[src/chained_hash_index_table_unit_assert.svh]
`ifndef CHAINED_HASH_INDEX_TABLE_UNIT_ASSERT_SVH
`define CHAINED_HASH_INDEX_TABLE_UNIT_ASSERT_SVH

// Same-cycle implication, checked outside reset.
`define CHIT_ASSERT_NOW(lbl, ante, cons, msg) \
    lbl: assert property (@(posedge clk) disable iff (!rst_n) (ante) |-> (cons)) \
        else $error(msg);

// Next-cycle implication, checked outside reset.
`define CHIT_ASSERT_NEXT(lbl, ante, cons, msg) \
    lbl: assert property (@(posedge clk) disable iff (!rst_n) (ante) |=> (cons)) \
        else $error(msg);

`endif

[src/chit_ram.sv]
module chit_ram #(
    parameter int WIDTH = 8,
    parameter int DEPTH = 16
) (
    input  logic                                  clk,
    input  logic                                  we,
    input  logic [((DEPTH > 1) ? $clog2(DEPTH) : 1)-1:0] waddr,
    input  logic [WIDTH-1:0]                      wdata,
    input  logic [((DEPTH > 1) ? $clog2(DEPTH) : 1)-1:0] raddr,
    output logic [WIDTH-1:0]                      rdata
);

    logic [WIDTH-1:0] mem [DEPTH];

    always_ff @(posedge clk)
    begin
        if (we)
        begin
            mem[waddr] <= wdata;
        end
        rdata <= mem[raddr];
    end

endmodule

[config.mk]
export PLATFORM = sky130hd
export DESIGN_NAME = chit_ram
export DESIGN_NICKNAME = d
export VERILOG_FILES = /design/src/chained_hash_index_table_unit_assert.svh /design/src/chit_ram.sv
export SDC_FILE = /design/constraint.sdc
export NUM_CORES = 1
export LEC_CHECK = 0
export ABC_AREA = 1
export BUFFER_PORTS_ARGS = -buffer_cell sky130_fd_sc_hd__buf_2
export CORE_AREA = 5 5 114 116
export DETAILED_ROUTE_END_ITERATION = 8
export DIE_AREA = 0 0 119 121
export PLACE_DENSITY = 0.76
export SLEW_MARGIN = 20
export SYNTH_ARGS = -nofsm -noshare
export SYNTH_HDL_FRONTEND = slang
export SYNTH_SLANG_ARGS = --single-unit
[constraint.sdc]
create_clock -name clk -period 1.77 [get_ports clk]
set_input_delay 0.177 -clock clk [delete_from_list [all_inputs] [get_ports clk]]
set_output_delay 0.177 -clock clk [all_outputs]
set_load 0.03 [all_outputs]
# Yosys cells after proc, flatten, opt, wreduce, memory -nomap -nowiden
# Memories as Yosys holds them, arrays and structs flattened. A register that Yosys moved wholly into a read port is not among the register bits.
# Cells that the tools add are included.
# classes
n_mux	2
# ops
op	count
$mux 1	2
# word_totals
register_bits	0
mem_bits_rw	128
inputBits	18
word_cells	3
mem_count	1
# mem_list
name	depth	width	rd	rd_ports_with_merged_regs	write_ports	line_no	source
mem	16	8	1	1	1	chit_ram.sv:13	logic [WIDTH-1:0] mem [DEPTH];

# Depth between registers and ports, before layout
# depth
ltp_word	2
mapped_depth	8

# Least setup slack after synthesis
# OpenSTA, ideal clock, no wires.
# synth_timing
kind	in2reg
start	input waddr[2] (netlist bit)
end	memory mem[10][0] (enable)
setup_time_ps	370
t_arrival_ps	758
required_time_ps	1400
path_slack_ps	642
cell_stages	2
n_path_buf	0
cell_sequence	nand3b_1 nor2_1
# synth_lines
item	line_no	source
start: declaration	chit_ram.sv:7	input logic [((DEPTH > 1) ? $clog2(DEPTH) : 1)-1:0] waddr,
end: declaration	chit_ram.sv:13	
# No word-level cell before the write port.

# Final worst setup path
# layout_timing
start	register rdata[4] (read register of mem)
end	output rdata[4]
# layout_lines
item	line_no	source
start: declaration	chit_ram.sv:10	output logic [WIDTH-1:0] rdata
# No word-level cell between the ends.

==> metrics.txt <==
status=finished clean; r2r endpoint=rdata[5]$_DFF_P_; Initial DRT Pass Iterations=7; largest net degree at the start of global routing=between 60 and 70; Root Buffer=clkbuf_16; Peak VDD IR=between 0.5 and 0.6 mV; total chip power=7.55 mW; CP cell instances=buf_2; max_cap viols=0; PD cells=1130 nW/um^2; Worst slew margin=about 59%; Worst Path Max Fanout=1; Final Wtd Congestion=0.846; min Tclk post-route=1110 ps; antenna-violating nets left=0; hold_sp=raddr[3]; P_leak=2.90 nW; core area=11800 um^2; DR vias=3860; HP Class=in -> reg; Port Buf Inserts=25; Die Y=121 um; # diodes=0; FF-to-FF setup slack=between 700 and 800 ps; number of gates resized after cts=0; share of cells above drive strength 1=12.8%; global-route wire length before repair=~21 mm; Post-Synthesis Cells=~550; Tot GR Track Use=19.0%; cells on worst reg2reg path=6; Initial Utilization=about half; CP Class=reg -> out; clk slew on worst S/H paths=approximately 60 ps; Worst Tran Pin Value=between 600 and 700 ps; I/O pin cnt=26; DR WL/cell=about 17 um; family with the most delay on the worst path=flip-flops; Hold Buf Count CTS=0; CTS tree=built; max incr delay on CP=320 ps; Synth Register Bits=roughly 140; most common cell after layout, fill and taps aside=nand2_1; fin nets=607; Cell variety after synth=12; RR Startpoint=mem[4][5]$_DFFE_PP_; GRT overflow=0; fillers=955; setup bufs post-CTS=0; H-Tree Depth=4; CP max-delay cell=dfxtp_1; final setup TNS=0 ps; CTS Buf Count=17; initial antenna violation count=0; Hold Path Sink=rdata[3]$_DFF_P_; DRT iter0 DRCs=~460; CP required=1590 ps; final hold vios=0; Clock Tree Buf Depth=2; RSZ-0062 raised after global routing=false; max frequency=0.902 GHz; num rows=40; Area Overhead vs Synth=15.4%; detailed-route wire length=13.0 mm; post-DP HPWL=7.81 mm; Syn Std Cell Area=5770 um^2; latest clock arrival within the worst-skew pair=approximately 410 ps; DRC=0; sequential area share after synthesis=69.4%; Startpoint Class=register; WHS Path Cells=3; die width=about 120 um; CP arrival=930 ps; Mapped Nets=roughly 570; Clock Skew=6.22 ps; CTS Sinks=136; most frequent cells in the layout=nand2_1, edfxtp_1, inv_1, nand3_1, buf_2; Syn Area/Cell=10.5 um^2; fin crit share=62.6%; Final Max Slew Viols=0; via density per instance=5.15; vias in the first global route=between 3000 and 4000; WP buf/inv=1; die area=between 10000 and 15000 um^2; final setup vio count=0; crit end category=primary output; synth warn=0
[area by class of cell]
class	instances	area, um^2	share of cell area [%]
Clock buffer	18	439	6.60
Multi-Input combinational cell	289	1210	18.2
Clock inverter	14	149	2.24
Sequential cell	136	4000	60.1
Tap cell	147	184	2.76
Timing Repair Buffer	43	285	4.28
Inverter	102	383	5.75
[synthesized netlist by cell type]
master | n | share of area, %
dfxtp_1 | 8 | 2.8
inv_2 | 2 | 0.13
buf_1 | 1 | 0.065
nand3b_1 | 2 | 0.26
buf_6 | 6 | 1.2
nand2_1 | 173 | 11
nor2_1 | 17 | 1.1
edfxtp_1 | 128 | 67
inv_1 | 100 | 6.5
nand3_1 | 97 | 8.4
buf_4 | 4 | 0.52
buf_2 | 13 | 1.1
[how the worst max path moves through the flow]
stage	startpoint	slack [ps]	cells past startpoint	to
floorplan	waddr[2]	640	2	mem[10][0]$_DFFE_PP_
global placement	raddr[2]	370	5	rdata[5]$_DFF_P_
detailed placement	raddr[2]	360	5	rdata[5]$_DFF_P_
CTS	rdata[4]$_DFF_P_	630	1	rdata[4]
global route	mem[5][2]$_DFFE_PP_	610	6	rdata[2]$_DFF_P_
finish	rdata[4]$_DFF_P_	660	1	rdata[4]
[sequential cells by signal (all words and copies together), names as in the netlist]
name and cells:
mem 128, rdata 8
[cell families after synthesis]
logic type | Yosys count | share of synthesized area [%]
AND/OR/NAND/NOR | 289 | 21.0
flip-flops | 136 | 69.4
buffers and inverters | 126 | 9.52
[worst reg2reg max path, delay by kind of cell, from the launching register on]
family	cells	cell delay [ps]
flip-flops	1	370
buffers and inverters	1	70
AND/OR/NAND/NOR	5	500
[report_power, final]
group          switching, mW  total, mW  leakage [nW]  internal, mW
logic                  0.348      0.476          1.40         0.128
clock network           1.34       3.46         0.279          2.12
registers             0.0193       3.62          1.22          3.60
total                   1.71       7.55          2.90          5.84
[metal layers]
layer  share of wire, %  global-route usage, %  up-vias
li1                   -                      -     1847
met1                 39                   24.2     1841
met2                 52                   31.9      154
met3                7.0                   4.38       18
met4                1.9                   6.95        0
met5                  0                      0        -
[per-stage QoR]
stage	cells	hold WS, ps	util [%]	area [um^2]	setup WS [ps]
after global placement	717	558	51.4	6070	371
after global routing	749	159	56.4	6660	612
after floorplan	551	276	-	5770	642
after detailed placement	717	575	51.4	6070	358
final	749	153	56.4	6660	661
after CTS	749	136	56.4	6660	630
(Power assumes the default switching activity.)
