<file path="config.mk">
export PLATFORM = sky130hd
export DESIGN_NAME = chit_mod
export DESIGN_NICKNAME = d
export VERILOG_FILES = /design/src/chained_hash_index_table_unit_assert.svh /design/src/chit_pkg.sv /design/src/chit_mod.sv
export SDC_FILE = /design/constraint.sdc
export NUM_CORES = 1
export LEC_CHECK = 0
export BUFFER_PORTS_ARGS = -buffer_cell sky130_fd_sc_hd__buf_2
export CAP_MARGIN = 15
export CORE_MARGIN = 8
export CORE_UTILIZATION = 37
export DETAILED_ROUTE_END_ITERATION = 6
export PLACE_DENSITY_LB_ADDON = 0.12
export SLEW_MARGIN = 40
export SYNTH_ARGS = -nofsm -noshare
export SYNTH_HDL_FRONTEND = slang
export SYNTH_SLANG_ARGS = --single-unit
</file>
<file path="constraint.sdc">
create_clock -name clk -period 8.5 [get_ports clk]
set_input_delay 1.7 -clock clk [delete_from_list [all_inputs] [get_ports clk]]
set_output_delay 1.7 -clock clk [all_outputs]
set_load 0.005 [all_outputs]
</file>
<file path="src/chained_hash_index_table_unit_assert.svh">
`ifndef CHAINED_HASH_INDEX_TABLE_UNIT_ASSERT_SVH
`define CHAINED_HASH_INDEX_TABLE_UNIT_ASSERT_SVH

// Same-cycle implication, checked outside reset.
`define CHIT_ASSERT_NOW(lbl, ante, cons, msg) \
    lbl: assert property (@(posedge clk) disable iff (!rst_n) (ante) |-> (cons)) \
        else $error(msg);

// Next-cycle implication, checked outside reset.
`define CHIT_ASSERT_NEXT(lbl, ante, cons, msg) \
    lbl: assert property (@(posedge clk) disable iff (!rst_n) (ante) |=> (cons)) \
        else $error(msg);

`endif

</file>
<file path="src/chit_pkg.sv">
package chit_pkg;

    localparam int NUM_BUCKETS = 1024;
    localparam int POOL_NODES  = 1024;

    localparam int BKT_W   = (NUM_BUCKETS > 1) ? $clog2(NUM_BUCKETS) : 1;
    localparam int BC_W    = $clog2(NUM_BUCKETS + 1);
    localparam int NODE_W  = $clog2(POOL_NODES);
    localparam int FRESH_W = $clog2(POOL_NODES + 1);

    localparam int BUCKET_COUNT_W = 11;

    localparam logic REG_BUCKET_COUNT = 1'b0;
    localparam logic REG_BLOCK_ID     = 1'b1;

    localparam logic [1:0] MODE_WRITE  = 2'd0;
    localparam logic [1:0] MODE_READ   = 2'd1;
    localparam logic [1:0] MODE_DELETE = 2'd2;

    localparam logic [2:0] ST_OK        = 3'd0;
    localparam logic [2:0] ST_EXISTS    = 3'd1;
    localparam logic [2:0] ST_NOT_FOUND = 3'd2;
    localparam logic [2:0] ST_POOL_FULL = 3'd3;
    localparam logic [2:0] ST_BLOCK_ID  = 3'd4;

    typedef struct packed {
        logic [1:0]  mode;
        logic [63:0] key;
        logic [31:0] data_offset;
        logic [30:0] data_size;
    } req_t;

    typedef struct packed {
        logic [2:0]         status;
        logic [31:0]        found_offset;
        logic [30:0]        found_size;
        logic signed [31:0] live_entries;
        logic [31:0]        version;
        logic [31:0]        deleted_entries;
    } rsp_t;

    typedef struct packed {
        logic [63:0]       key;
        logic [NODE_W-1:0] next;
        logic [31:0]       offset;
        logic [30:0]       size;
    } node_t;

endpackage

</file>
<file path="src/chit_mod.sv">
module chit_mod import chit_pkg::*; (
    input  logic             clk,
    input  logic             rst_n,
    input  logic             start,
    input  logic [31:0]      dividend,
    input  logic [BC_W-1:0]  divisor,
    output logic             done,
    output logic [BKT_W-1:0] rem
);

    // Restoring remainder, four dividend bits per cycle, over all 32 dividend bits.
    logic            run_reg, run_next;
    logic [2:0]      cnt_reg, cnt_next;
    logic            done_reg, done_next;
    logic [31:0]     quo_reg, quo_next;
    logic [BC_W-1:0] rem_reg, rem_next;

    logic [BC_W-1:0] r;
    logic [31:0]     d;
    logic [BC_W:0]   t;

    always_comb
    begin
        r = rem_reg;
        d = quo_reg;
        t = '0;
        for (int i = 0; i < 4; i++)
        begin
            t = {r, d[31]};
            d = {d[30:0], 1'b0};
            if (t >= {1'b0, divisor})
            begin
                t = t - {1'b0, divisor};
            end
            r = t[BC_W-1:0];
        end
    end

    always_comb
    begin
        run_next  = run_reg;
        cnt_next  = cnt_reg;
        done_next = 1'b0;
        quo_next  = quo_reg;
        rem_next  = rem_reg;
        if (start)
        begin
            run_next = 1'b1;
            cnt_next = '0;
            quo_next = dividend;
            rem_next = '0;
        end
        else if (run_reg)
        begin
            quo_next = d;
            rem_next = r;
            cnt_next = cnt_reg + 3'd1;
            if (cnt_reg == 3'd7)
            begin
                run_next  = 1'b0;
                done_next = 1'b1;
            end
        end
    end

    always_ff @(posedge clk or negedge rst_n)
    begin
        if (!rst_n)
        begin
            run_reg  <= 1'b0;
            cnt_reg  <= '0;
            done_reg <= 1'b0;
        end
        else
        begin
            run_reg  <= run_next;
            cnt_reg  <= cnt_next;
            done_reg <= done_next;
        end
    end

    always_ff @(posedge clk)
    begin
        quo_reg <= quo_next;
        rem_reg <= rem_next;
    end

    assign done = done_reg;
    assign rem  = rem_reg[BKT_W-1:0];

endmodule

</file>
After elaboration in Yosys (flattened, before gate mapping) --
Cells that the tools add are included.
Word-level totals: register bits after elaboration 48, input bits 46, output and inout port bits 11, logic and storage cells 30
Cells by class: add/sub/neg operators 5, order comparisons 4, equal/unequal tests 1, muxes and demuxes 14, reduce and logical (&&, ||, !) cells 1
Operator list (number):
- 2-to-1 mux 32 bit | 2
- >= comparator 12 x 11 -> 1 bit | 4
- 2-to-1 mux 11 bit | 4
- subtractor 11 bit | 4
- 2-to-1 mux 1 bit | 6
- 2-to-1 mux 3 bit | 2
- adder 3 x 1 -> 3 bit, second input constant | 1
- == test 3 bit, second input constant | 1
- nonzero test 2 bit | 1

Longest topological paths before layout --
word-level depth 8, depth in mapped cells 44, mapped depth without buffers 40

Least setup slack after synthesis --
No wires, ideal clock.
path kind input port to flip-flop, start input divisor[5], end register rem_reg[0], library setup time 0.079 ns, data arrival time 9.818 ns, required time 8.421 ns, path slack -1.397 ns, stages 35, buffers on the path 2, path through inv_1 -> ha_1 -> a211oi_2 -> nor2_1 -> o31a_2 -> nor2_8 -> buf_1 -> o21ai_0 -> fa_1 -> a211oi_1 -> nor2_1 -> or4_4 -> a31oi_4 -> o21ai_2 -> nor2_4 -> mux2_2 -> ha_1 -> or4_1 -> o211ai_1 -> nor2b_1 -> o21ai_0 -> a21oi_1 -> and3b_1 -> buf_6 -> mux2_2 -> ha_1 -> or4_1 -> o21ai_0 -> a21oi_1 -> a21o_1 -> a21oi_1 -> o21ai_0 -> a221o_1 -> mux2_1 -> a211oi_2
Between the ends: cells in the longest elaborated chain, start to end 8, elaborated cells between the ends (all ways) 11, classes of those cells add/sub: 3; order compare: 4; mux: 4
RTL lines:
- start: declaration | RTL line chit_mod.sv:6 | input logic [BC_W-1:0] divisor,
- subtractor 11 bit or >= comparator 12 x 11 -> 1 bit (tied branches) | RTL line chit_mod.sv:33, chit_mod.sv:31
- 2-to-1 mux 11 bit | RTL line chit_mod.sv:31 | if (t >= {1'b0, divisor})
- subtractor 11 bit or >= comparator 12 x 11 -> 1 bit (tied branches) | RTL line chit_mod.sv:33, chit_mod.sv:31
- 2-to-1 mux 11 bit | RTL line chit_mod.sv:31
- subtractor 11 bit or >= comparator 12 x 11 -> 1 bit (tied branches) | RTL line chit_mod.sv:33, chit_mod.sv:31
- 2-to-1 mux 11 bit | RTL line chit_mod.sv:31
- >= comparator 12 x 11 -> 1 bit (*) | RTL line chit_mod.sv:31
- 2-to-1 mux 11 bit (*) | RTL line chit_mod.sv:31
- end signal: assignment | RTL line chit_mod.sv:85 | rem_reg <= rem_next;
- end: declaration | RTL line chit_mod.sv:16 | logic [BC_W-1:0] rem_reg, rem_next;
Every way passes the cells marked *; elsewhere a longest branch is shown, timed or not. A chain may end at the register's enable or synchronous reset.

Final worst setup path --
start input divisor[4], end register rem_reg[2]
Between the ends: cells in the longest elaborated chain, start to end 8, elaborated cells between the ends (all ways) 12, classes of those cells add/sub: 4; order compare: 4; mux: 4
RTL lines (RTL line):
- subtractor 11 bit or >= comparator 12 x 11 -> 1 bit (tied branches) | chit_mod.sv:33, chit_mod.sv:31
- 2-to-1 mux 11 bit | chit_mod.sv:31
- subtractor 11 bit or >= comparator 12 x 11 -> 1 bit (tied branches) | chit_mod.sv:33, chit_mod.sv:31
- 2-to-1 mux 11 bit | chit_mod.sv:31
- >= comparator 12 x 11 -> 1 bit or subtractor 11 bit (tied branches) | chit_mod.sv:31, chit_mod.sv:33
- 2-to-1 mux 11 bit | chit_mod.sv:31
- subtractor 11 bit or >= comparator 12 x 11 -> 1 bit (tied branches) | chit_mod.sv:33, chit_mod.sv:31
- 2-to-1 mux 11 bit (*) | chit_mod.sv:31
Marks and branches as above.

==> summary.txt <==
Type of the worst setup path: in2reg
DP Worst Slack: -1220 ps
Post-DP HPWL: 11,500 um
Setup ws final: -649 ps
Max_cap viols: 0
Share of post-route cells with drive strength above 1: 0.503
Root buffer cell: clkbuf_16
Total grt overflow: 0
Top FF cell, synth: edfxtp_1
Largest net degree at the start of global routing: 48
DRC Markers: 0
Post-synthesis sequential area ratio: 0.291
Core Area: 11,900 um2
RSZ-0062 raised after global routing: yes
Yosys cell types: 62
First-pass GRT wire length: 22,300 um
Hold Fails Final Rpt: 0
Worst-Skew Late Latency: 290 ps
Total wire length: 14,200 um
Height of the chip: 126 um
EDFF count, synth: 32
Minimum clock period: 9150 ps
Peak fanout along the critical path: 8
Post-Place Cells: 777
Die area: 15,900 um2
Routed vias: 4,201
Wl on met1: 6260 um
Ys Warns: 0
Yosys reg bits: 48
Status: finished, violations left
CP bufs+invs: 4
Port Buf Inserts: 56
TritonCTS Sinks: 48
Vias in the first global route: 4,303
FMAX: 0.109 GHz
CP peak stage delay: 520 ps
Failing checks: negative setup slack
Filler cells: 1,069
Vias per cell: 5.23
Gr usage total: 0.176
Avg Inst Size Synth: 9.84 um2
Largest delay share family, worst path: simple AND/OR/NAND/NOR gates
Pre-antenna DRT Iters: 4
Synth top cells by count: ha_1, mux2_2, nor2_1, edfxtp_1, inv_1
Initial Util: 0.377
Most frequent cell after synthesis: ha_1
# IOs: 57
Clk_skew: 6.80 ps
Chip Width: 126 um
CTS tree: yes
Period utilisation layout: 1.08
Routed met2 length: 6910 um
Met3 wire length: 509 um
Critical Path Start Type: input pin
Slowest stage cell, crit path: or4_4
RePlAce Congestion: 0.945
Row cnt: 40
Synthesized net count: 552
Max reg flops: 32
Post-Syn Instances: 456
Critical path data required time: 8650 ps
Iter 0 DRT Violations: 234
Layout Cells excl Fill: 803
ANT nets after route: 0
Synth top area cells: edfxtp_1, ha_1, mux2_2
Worst-Margin Slew: 563 ps
Synth top area share: 0.214
Worst hold slack: 513 ps
H-tree depth: 2
Worst EP arrival: 9300 ps
Post-Syn Area: 4490 um2
Synth area leader: edfxtp_1
Slew headroom: 0.625
Asr flop ratio synth: 0.104
Hold WC Path Type: reg2reg
Per-cell routed wire length: 17.7 um
CTS Buf Count: 5
Fin nets: 751
CP endpoint kind: flip-flop
Clock-pin slew of the registers on the worst-case setup and hold paths: 60 ps
Initial antenna violation count: 0
Max-slew violations: 0
Setup violations, final: 11
Worst-case clock buffer depth: 2
Top Layer Used: met4
Antenna cells: 0
Area Growth Syn to Fin: 46.8%
==> worst reg2reg max path, delay by kind of cell (launching register included) <==
family	cells	cell delay [ps]
AND/OR/NAND/NOR	9	2450
adder cells (fa/ha/maj)	5	1120
AO/OA/AOI/OAI	16	2610
flip-flops	1	430
multiplexers	3	940
buffers and inverters	3	430
==> per-stage QoR <==
stage,util,cell area [um2],TNS [ps]
floorplan,-,4650,-5890
global placement,0.505,6020,-10750
detailed placement,0.506,6020,-12850
CTS,0.544,6480,-5310
global route,0.553,6590,-9250
finish,0.553,6590,-6380
==> path summary, 6_finish.rpt <==
check,startpoint,endpoint,slack [ps],cells past startpoint
min in group asynchronous,rst_n,cnt_reg[1],1220,1
max reg2reg,quo_reg[31],rem_reg[2],360,36
max in group asynchronous,rst_n,run_reg,7140,1
min reg2reg,rem_reg[10],rem_reg[10],510,2
min,rem_reg[10],rem_reg[10],510,2
max,divisor[4],rem_reg[2],-650,36
==> per-layer routing <==
layer | vias to the layer above | track usage
met3 | 25 | 0.0312
li1 | 2087 | -
met4 | 0 | 0.0623
met1 | 2008 | 0.216
met2 | 81 | 0.303
met5 | - | 0
==> cell type report <==
type,instances,area [um2],share of cell area
multi-input combinational,358,3290,0.499
timing repair buffer,214,1500,0.228
sequential,48,1310,0.198
tap,147,184,0.0279
clock buffer,5,125,0.0190
inverter,28,109,0.0165
clock inverter,3,68.8,0.0104
==> what timing repair did <==
action,4_1_cts,5_1_grt
setup buffers,13,5
gates resized for setup,34,19
endpoints found under the setup margin,11,11
pin swaps,16,12
hold buffers,0,0
==> placed cells by master (no fill, tap or decap), drive strengths merged, types with 6 or more instances in the layout <==
master,n
a211oi,15
a21o,13
a21oi,17
and2,6
buf,214
dfxtp,11
edfxtp,32
ha,46
inv,28
mux2,45
mux2i,17
nand2,19
nand2b,6
nand4,8
nor2,40
nor2b,6
o21a,9
o21ai,20
xnor2,20
xor2,8
==> cell families (layout without fill, tap and decap cells) <==
family	count (synthesis)	after routing	share of synthesized area
flip-flops	48	48	0.291
buffers and inverters	50	250	0.0530
adder cells (fa/ha/maj)	50	50	0.146
AO/OA/AOI/OAI	107	107	0.175
multiplexers	62	62	0.151
XOR/XNOR	28	28	0.0547
AND/OR/NAND/NOR	111	111	0.129
Power is left out: the tool's default activity adds up to more than one toggle a clock period on the data nets, which glitch-free logic cannot reach.
